### src/design/bfm_pkg.sv
// Package for the bit map find-and-modify block.
// Holds operation and status codes and the fixed field widths.
// No dependencies.
`default_nettype none

package bfm_pkg;

	// fixed field widths of the transaction ports
	localparam int OP_W   = 4;
	localparam int IDX_W  = 8;
	localparam int STAT_W = 2;
	localparam int POS_W  = 8;
	localparam int CFG_W  = 9;

	// operation codes
	localparam logic [OP_W-1:0] OP_TEST            = 4'd0;
	localparam logic [OP_W-1:0] OP_SET             = 4'd1;
	localparam logic [OP_W-1:0] OP_CLEAR           = 4'd2;
	localparam logic [OP_W-1:0] OP_TOGGLE          = 4'd3;
	localparam logic [OP_W-1:0] OP_TEST_SET        = 4'd4;
	localparam logic [OP_W-1:0] OP_TEST_CLEAR      = 4'd5;
	localparam logic [OP_W-1:0] OP_LAST_SET_CLEAR  = 4'd6;
	localparam logic [OP_W-1:0] OP_LAST_ZERO_SET   = 4'd7;
	localparam logic [OP_W-1:0] OP_FIRST_SET_CLEAR = 4'd8;
	localparam logic [OP_W-1:0] OP_FIRST_ZERO_SET  = 4'd9;

	// result status codes
	localparam logic [STAT_W-1:0] ST_DONE    = 2'd0;
	localparam logic [STAT_W-1:0] ST_REFUSED = 2'd1;
	localparam logic [STAT_W-1:0] ST_NONE    = 2'd2;

	// reset value of the scan range register
	localparam logic [CFG_W-1:0] BITS_IN_USE_RST = 9'd256;

	// what the head cell reports for the word under it
	typedef struct packed {
		logic bit_hit;   // addressed bit lies in this word
		logic bit_old;   // its value before the operation
		logic scan_hit;  // scan matched a bit in this word
	} head_flags_t;

endpackage

`default_nettype wire

### src/design/bfm_cell.sv
// One storage cell of the rotating word chain: holds one map word.
// Takes its neighbour's word on every shift cycle, in either direction.
// Depends on nothing.
`default_nettype none

module bfm_cell #(
	parameter int WORD_BITS = 32
) (
	input  wire logic                 clk,
	input  wire logic                 arst_n,
	input  wire logic                 shift,
	input  wire logic                 dir_up,
	input  wire logic [WORD_BITS-1:0] from_hi,
	input  wire logic [WORD_BITS-1:0] from_lo,
	output logic      [WORD_BITS-1:0] word
);

	logic [WORD_BITS-1:0] word_q;

	// map is all zeros after reset
	always_ff @(posedge clk or negedge arst_n) begin
		if (!arst_n) begin
			word_q <= '0;
		end else if (shift) begin
			word_q <= dir_up ? from_hi : from_lo;
		end
	end

	assign word = word_q;

endmodule

`default_nettype wire

### src/design/bfm_head.sv
// Head logic of the word chain: examines the word leaving the chain,
// applies the single-bit or scan modification and reports what it saw.
// Depends on bfm_pkg.
`default_nettype none

module bfm_head
	import bfm_pkg::*;
#(
	parameter int WORD_BITS = 32,
	parameter int MAP_BITS  = 256,
	parameter int BW        = 9
) (
	input  wire logic [WORD_BITS-1:0]         word_i,
	input  wire logic [BW-1:0]                base,
	input  wire logic [OP_W-1:0]              op,
	input  wire logic [IDX_W-1:0]             idx,
	input  wire logic [BW-1:0]                scan_n,
	input  wire logic                         found_before,
	output logic      [WORD_BITS-1:0]         word_o,
	output head_flags_t                       flags,
	output logic      [BW-1:0]                scan_pos
);

	localparam int OW = (WORD_BITS > 1) ? $clog2(WORD_BITS) : 1;
	localparam logic [BW-1:0] WB_B  = BW'(WORD_BITS);
	localparam logic [BW-1:0] MAP_B = BW'(MAP_BITS);

	logic [BW-1:0]        idx_w;
	logic [BW-1:0]        idx_off;
	logic [OW-1:0]        off;
	logic                 old;
	logic                 bit_hit;
	logic                 scan_hit;
	logic                 is_scan;
	logic                 want;
	logic                 up;
	logic [BW-1:0]        rem;
	logic [WORD_BITS-1:0] mask;
	logic [WORD_BITS-1:0] cand;
	logic [OW-1:0]        lo_off;
	logic [OW-1:0]        hi_off;
	logic [OW-1:0]        hit_off;
	logic                 any;

	// addressed bit within this word
	always_comb begin
		idx_w   = BW'(idx);
		idx_off = idx_w - base;
		off     = idx_off[OW-1:0];
		bit_hit = (idx_w >= base) && (idx_w < base + WB_B) && (idx_w < MAP_B);
		old     = word_i[off];
	end

	// scan candidates limited to the scan range
	always_comb begin
		is_scan = (op == OP_LAST_SET_CLEAR) || (op == OP_LAST_ZERO_SET) ||
		          (op == OP_FIRST_SET_CLEAR) || (op == OP_FIRST_ZERO_SET);
		want    = (op == OP_LAST_SET_CLEAR) || (op == OP_FIRST_SET_CLEAR);
		up      = (op == OP_FIRST_SET_CLEAR) || (op == OP_FIRST_ZERO_SET);
		rem     = (scan_n > base) ? (scan_n - base) : '0;
		for (int b = 0; b < WORD_BITS; b++) begin
			mask[b] = (BW'(b) < rem);
		end
		cand = (want ? word_i : ~word_i) & mask;
		any  = |cand;
	end

	// lowest and highest candidate in the word
	always_comb begin
		lo_off = '0;
		hi_off = '0;
		for (int b = WORD_BITS - 1; b >= 0; b--) begin
			if (cand[b]) lo_off = OW'(b);
		end
		for (int b = 0; b < WORD_BITS; b++) begin
			if (cand[b]) hi_off = OW'(b);
		end
		hit_off  = up ? lo_off : hi_off;
		scan_hit = is_scan & ~found_before & any;
		scan_pos = base + BW'(hit_off);
	end

	// flags reported to the sequencer
	assign flags = '{bit_hit: bit_hit, bit_old: bit_hit & old, scan_hit: scan_hit};

	// word written back into the chain
	always_comb begin
		word_o = word_i;
		if (bit_hit) begin
			case (op)
				OP_SET:        word_o[off] = 1'b1;
				OP_CLEAR:      word_o[off] = 1'b0;
				OP_TOGGLE:     word_o[off] = ~old;
				OP_TEST_SET:   word_o[off] = 1'b1;
				OP_TEST_CLEAR: word_o[off] = 1'b0;
				default:       word_o[off] = old;
			endcase
		end
		if (scan_hit) begin
			word_o[hit_off] = ~want;
		end
	end

endmodule

`default_nettype wire

### src/design/bitmap_find_and_modify.sv
// Bit map find-and-modify top level: a rotating chain of word cells and
// its control. Depends on bfm_pkg, bfm_cell and bfm_head.
//
// An operation is taken when start is high and busy is low. The map words
// sit in a ring of cells; every operation rotates the whole ring once, one
// word per cycle past the head logic, which applies the change to the word
// it sees. busy is low again in the cycle that done is high, so the next
// start may be taken there. done is high for a single cycle and cannot be
// held off; status, bit_value and position hold until the next done. The
// user writes bits_in_use through cfg_we / cfg_wdata only while idle; the
// block itself does not enforce this.
`default_nettype none

module bitmap_find_and_modify
	import bfm_pkg::*;
#(
	parameter int MAP_BITS  = 256,
	parameter int WORD_BITS = 32
) (
	input  wire logic              clk,
	input  wire logic              arst_n,
	input  wire logic              start,
	output logic                   busy,
	input  wire logic [OP_W-1:0]   operation,
	input  wire logic [IDX_W-1:0]  bit_index,
	input  wire logic              cfg_we,
	input  wire logic [CFG_W-1:0]  cfg_wdata,
	output logic                   done,
	output logic      [STAT_W-1:0] status,
	output logic                   bit_value,
	output logic      [POS_W-1:0]  position
);

	localparam int WORDS = (MAP_BITS + WORD_BITS - 1) / WORD_BITS;
	localparam int PW    = $clog2(WORDS * WORD_BITS + 1);
	localparam int BW    = (PW > CFG_W) ? PW : CFG_W;
	localparam int CW    = (WORDS > 1) ? $clog2(WORDS) : 1;
	localparam logic [BW-1:0] WB_B      = BW'(WORD_BITS);
	localparam logic [BW-1:0] MAP_B     = BW'(MAP_BITS);
	localparam logic [BW-1:0] TOP_BASE  = BW'((WORDS - 1) * WORD_BITS);
	localparam logic [CW-1:0] LAST_STEP = CW'(WORDS - 1);

	typedef enum logic {IDLE, RUN} state_t;

	state_t               state_q;
	logic [CW-1:0]        step_q;
	logic [BW-1:0]        base_q;
	logic [OP_W-1:0]      op_q;
	logic [IDX_W-1:0]     idx_q;
	logic                 up_q;
	logic                 old_q;
	logic                 found_q;
	logic [BW-1:0]        fpos_q;
	logic [CFG_W-1:0]     bits_in_q;
	logic                 done_q;
	logic [STAT_W-1:0]    status_q;
	logic                 bit_value_q;
	logic [POS_W-1:0]     position_q;

	logic [WORD_BITS-1:0] cell_word [WORDS];
	logic [WORD_BITS-1:0] head_in;
	logic [WORD_BITS-1:0] head_out;
	logic [BW-1:0]        scan_n;
	logic [BW-1:0]        scan_pos;
	head_flags_t          flags;
	logic                 shift;
	logic                 nx_old;
	logic                 nx_found;
	logic [BW-1:0]        nx_fpos;
	logic                 is_scan;
	logic                 want;
	logic                 up_op;
	logic [STAT_W-1:0]    res_status;
	logic                 res_value;
	logic [POS_W-1:0]     res_pos;

	// scan range register
	always_ff @(posedge clk or negedge arst_n) begin
		if (!arst_n) begin
			bits_in_q <= BITS_IN_USE_RST;
		end else if (cfg_we) begin
			bits_in_q <= cfg_wdata;
		end
	end

	assign scan_n = (BW'(bits_in_q) > MAP_B) ? MAP_B : BW'(bits_in_q);
	assign shift  = (state_q == RUN);

	// ring of word cells
	for (genvar i = 0; i < WORDS; i++) begin : g_cell
		logic [WORD_BITS-1:0] hi_w;
		logic [WORD_BITS-1:0] lo_w;
		if (i == WORDS - 1) begin : g_hi_wrap
			assign hi_w = head_out;
		end else begin : g_hi
			assign hi_w = cell_word[i+1];
		end
		if (i == 0) begin : g_lo_wrap
			assign lo_w = head_out;
		end else begin : g_lo
			assign lo_w = cell_word[i-1];
		end
		bfm_cell #(.WORD_BITS(WORD_BITS)) u_cell (
			.clk     (clk),
			.arst_n  (arst_n),
			.shift   (shift),
			.dir_up  (up_q),
			.from_hi (hi_w),
			.from_lo (lo_w),
			.word    (cell_word[i])
		);
	end

	// head sees word 0 end when rotating up, the top end when rotating down
	assign head_in = up_q ? cell_word[0] : cell_word[WORDS-1];

	bfm_head #(
		.WORD_BITS (WORD_BITS),
		.MAP_BITS  (MAP_BITS),
		.BW        (BW)
	) u_head (
		.word_i       (head_in),
		.base         (base_q),
		.op           (op_q),
		.idx          (idx_q),
		.scan_n       (scan_n),
		.found_before (found_q),
		.word_o       (head_out),
		.flags        (flags),
		.scan_pos     (scan_pos)
	);

	// running results including the current step
	always_comb begin
		nx_old   = old_q | flags.bit_old;
		nx_found = found_q | flags.scan_hit;
		nx_fpos  = flags.scan_hit ? scan_pos : fpos_q;
		is_scan  = (op_q == OP_LAST_SET_CLEAR) || (op_q == OP_LAST_ZERO_SET) ||
		           (op_q == OP_FIRST_SET_CLEAR) || (op_q == OP_FIRST_ZERO_SET);
		want     = (op_q == OP_LAST_SET_CLEAR) || (op_q == OP_FIRST_SET_CLEAR);
		res_status = ST_DONE;
		res_value  = 1'b0;
		res_pos    = '0;
		case (op_q) inside
			OP_TEST, OP_SET, OP_CLEAR, OP_TOGGLE: begin
				res_value = nx_old;
			end
			OP_TEST_SET: begin
				res_value = nx_old;
				if (nx_old) res_status = ST_REFUSED;
			end
			OP_TEST_CLEAR: begin
				res_value = nx_old;
				if (!nx_old) res_status = ST_REFUSED;
			end
			default: begin
				if (is_scan) begin
					if (nx_found) begin
						res_value = want;
						res_pos   = nx_fpos[POS_W-1:0];
					end else begin
						res_status = ST_NONE;
					end
				end
			end
		endcase
	end

	// scans for the lowest bit rotate up, for the highest bit down
	assign up_op = !((operation == OP_LAST_SET_CLEAR) || (operation == OP_LAST_ZERO_SET));

	// sequencer and result registers
	always_ff @(posedge clk or negedge arst_n) begin
		if (!arst_n) begin
			state_q     <= IDLE;
			done_q      <= 1'b0;
			up_q        <= 1'b1;
			step_q      <= '0;
			base_q      <= '0;
			op_q        <= OP_TEST;
			idx_q       <= '0;
			old_q       <= 1'b0;
			found_q     <= 1'b0;
			fpos_q      <= '0;
			status_q    <= ST_DONE;
			bit_value_q <= 1'b0;
			position_q  <= '0;
		end else begin
			done_q <= 1'b0;
			unique case (state_q)
				IDLE: begin
					if (start) begin
						state_q <= RUN;
						op_q    <= operation;
						idx_q   <= bit_index;
						up_q    <= up_op;
						base_q  <= up_op ? '0 : TOP_BASE;
						step_q  <= '0;
						old_q   <= 1'b0;
						found_q <= 1'b0;
						fpos_q  <= '0;
					end
				end
				RUN: begin
					old_q   <= nx_old;
					found_q <= nx_found;
					fpos_q  <= nx_fpos;
					step_q  <= step_q + 1'b1;
					base_q  <= up_q ? (base_q + WB_B) : (base_q - WB_B);
					if (step_q == LAST_STEP) begin
						state_q     <= IDLE;
						done_q      <= 1'b1;
						status_q    <= res_status;
						bit_value_q <= res_value;
						position_q  <= res_pos;
					end
				end
				default: state_q <= IDLE;
			endcase
		end
	end

	assign busy      = (state_q == RUN);
	assign done      = done_q;
	assign status    = status_q;
	assign bit_value = bit_value_q;
	assign position  = position_q;

endmodule

`default_nettype wire

### config.mk
export PLATFORM = sky130hd
export DESIGN_NAME = bitmap_find_and_modify
export DESIGN_NICKNAME = d
export VERILOG_FILES = /design/src/design/bfm_pkg.sv /design/src/design/bfm_cell.sv /design/src/design/bfm_head.sv /design/src/design/bitmap_find_and_modify.sv
export SDC_FILE = /design/constraint.sdc
export NUM_CORES = 1
export LEC_CHECK = 0
export ABC_AREA = 0
export BUFFER_PORTS_ARGS = -buffer_cell sky130_fd_sc_hd__buf_2
export CORE_MARGIN = 1.5
export CORE_UTILIZATION = 42
export CTS_CLUSTER_SIZE = 20
export DETAILED_ROUTE_END_ITERATION = 10
export MAX_ROUTING_LAYER = met4
export SLEW_MARGIN = 20
export SYNTH_ARGS = -nofsm -noshare
export SYNTH_HDL_FRONTEND = slang
export SYNTH_SLANG_ARGS = --single-unit
export TNS_END_PERCENT = 30
### constraint.sdc
create_clock -name clk -period 13.6 [get_ports clk]
set_input_delay 1.36 -clock clk [delete_from_list [all_inputs] [get_ports clk]]
set_output_delay 1.36 -clock clk [all_outputs]
set_load 0.01 [all_outputs]
==> results.yml <==
timing:
  rsz0062_at_grt: "false"
  finalCriticalPeriod_ns: 6.06
  timing.final.crit_share_pct: 44.6
  fin_setup_tns_ns: 0
  hold_violations: 0
  worstMarginPinSlew_ns: 1.20
  drv_slew: 0
  max-slew-margin-rel_pct: 17.7
  setup_viol: 0
  fin_skew_ns: 0.0235
  hold_slack_ns: 0.482
  max_freq_mhz: 165
setup_path:
  start_kind: "flip-flop"
  arrival_ns: 6.46
  criticalPathCategory: "flip-flop to flip-flop"
  reg2reg_from: "up_q"
  ff2ff_setup_slack_ns: 7.54
  r2r-end: "g_cell[0].u_cell.word[25]"
  cp_max_fo: 60
  critPathCapture: "g_cell[0].u_cell.word[25]"
  startpoint: "up_q"
  reg2reg_depth: 12
  worst_ep_required_time_ns: 14.00
  crit_path_end_kind: "flip-flop"
routing:
  drtPass1Iterations: 7
  wire_per_inst_um: 21.2
  wl_met1_mm: 25.1
  antenna_left: 0
  via_per_inst: 6.05
  wl_met2_mm: 25.8
  drcViolationCount: 0
  met3WireLength_mm: 3.28
  vias: 15900
  top_layer: "met4"
  drt-total-wl_mm: 55.8
  drt_iter0_drc: 1493
synth:
  seq_area_frac_synth_pct: 40.7
  synth_edf_count: 0
  syn_area_um2: 19000
  synth_top_area_cell: "dfrtp_1"
  ys_seq_elements: 308
  synth_area_leaders: "dfrtp_1 40%, mux2i_1 12%, a21oi_1 6.7%"
  synth.distinct_cells: 107
  synthFlopType: "dfrtp_1"
  syn_inst: 2074
  async_reset_ff_share_pct: 100
  ys_warn_count: 0
  syn_area_per_cell_um2: 9.14
  synth_top_area_share_pct: 40.4
cts:
  path_clk_slew_ns: 0.06
  postCtsResizedCells: 0
  cts_buffers: 37
  clock_sinks: 308
  clockRootBuffer: "clkbuf_16"
  cts.htree.levels: 2
  postCtsHoldBufs: 0
  post-cts-setup-buffers: 0
  cts_tree: "yes"
  cts_max_path_buffers: 3
  worst_skew_pair.late_latency_ns: 0.56
global_route:
  grt_antenna_before_repair: 0
  grtUsageTotal_pct: 24.6
  grt_max_degree: 139
  grt_remaining_overflow: 0
  grt_pass1_vias: 14800
  grt_pass1_wl_mm: 87.9
die:
  dieArea_um2: 46400
  initial_core_util_pct: 42.7
  core_um2: 44400
  die_x_um: 215
  pin_count: 38
  die_h_um: 215
  rows: 77
layout:
  fill_cells: 4157
  num_antenna_cells: 0
  area_delta_synth_final_pct: 8.51
  finalNetCount: 2055
  postLayoutCoreUtil_pct: 46.3
  layout-drive-gt1-share_pct: 10.9
  design_area_um2: 20600
place:
  hpwl_mm: 38.6
  place_area_um2: 19400
  port_buffers: 37
  place.gp.congestion: 1.05
outcome:
  status: "finished, final reports clean"
flow_run:
  max_cap_violations: 0
hold_path:
  min_path_type: "flip-flop to flip-flop"
==> cell type report <==
type                       instances  area (um2)  share of cell area (%)
clock buffer                      52        1030                    5.02
clock inverter                    12         125                   0.608
inverter                          22        85.1                   0.414
multi-input combinational       1582       10500                    50.9
sequential                       308        7720                    37.5
tap                              592         741                    3.60
timing repair buffer              62         395                    1.92
==> flip-flops by register name, summed over array words and instances, names as in the netlist <==
register / cells
op_q: 4
bits_in_q: 9
base_q: 4
g_cell.u_cell.word: 256
busy: 1
bit_value: 1
found_q: 1
up_q: 1
status: 2
done: 1
position: 8
step_q: 3
old_q: 1
fpos_q: 8
idx_q: 8
==> Yosys cell counts (10+ instances only) <==
cell type	count
inv_1	20
buf_2	21
xnor2_1	14
nor2_1	274
nand2b_1	17
ha_1	17
mux2i_1	235
buf_1	17
nand2_1	114
dfrtp_1	306
o211ai_1	14
and3_1	11
a21oi_1	255
nand3_1	37
nor3_1	49
o31ai_1	31
o21ai_0	83
nand3b_1	12
o22ai_1	10
clkbuf_1	109
nor4_1	10
nand4_1	19
nor2b_1	37
mux4_2	14
o311ai_1	12
mux2_2	35
a31oi_1	71
and2_1	11
==> metal layers <==
layer	vias to the layer above	global-route usage, %
met1	7766	33.5
met2	539	37.7
met4	0	8.37
li1	7502	-
met5	-	-
met3	113	3.28
==> cells in the final DEF, fill, tap and decap left out, types with 36 or more instances in the layout <==
cell type,count
buf_2,36
o21ai_0,83
nand2_1,114
a31oi_1,71
mux2i_1,235
dfrtp_1,305
clkbuf_16,37
nor2b_1,37
nor3_1,49
a21oi_1,255
nand3_1,37
nor2_1,273
==> worst min path at each step <==
stage | start | to | slack, ns | cells past startpoint
2_1_floorplan | fpos_q[0] | fpos_q[0] | 0.45 | 2
3_3_place_gp | status[1] | status[1] | 0.47 | 2
3_5_place_dp | position[3] | position[3] | 0.47 | 2
4_1_cts | position[3] | position[3] | 0.48 | 2
5_1_grt | position[2] | position[2] | 0.50 | 1
6_report | status[1] | status[1] | 0.48 | 2
==> logic make-up after synthesis <==
| group | Yosys count | synth area share (%) |
|---|---|---|
| DFF | 308 | 40.7 |
| xor gates and xnor gates | 18 | 0.832 |
| AOI/OAI and AO/OA | 619 | 20.7 |
| other | 2 | 0.0396 |
| buffers and inverters | 185 | 4.27 |
| adders and majority gates | 17 | 1.12 |
| muxes | 284 | 16.1 |
| and+or+nand+nor | 641 | 16.2 |
==> through the flow <==
step | setup WS, ns | cells
2_1_floorplan | 9.29 | 2075
3_3_place_gp | 7.53 | 2566
3_5_place_dp | 7.68 | 2566
4_1_cts | 7.66 | 2630
5_1_grt | 7.33 | 2630
6_report | 7.54 | 2630
==> worst max-delay path, stage by stage (launching register included) <==
cell,delay [ns]
dfstp_4,1.10
buf_4,0.84
mux2i_1,0.57
o21ai_0,0.20
and4_1,0.30
or2_1,0.28
a211o_1,0.26
a221oi_2,0.32
o22ai_4,0.16
nor4b_4,0.88
nand2_1,0.24
o311ai_1,0.49
a31oi_1,0.14
Power is left out: the tool's default activity adds up to more than one toggle a clock period on the data nets, which glitch-free logic cannot reach.
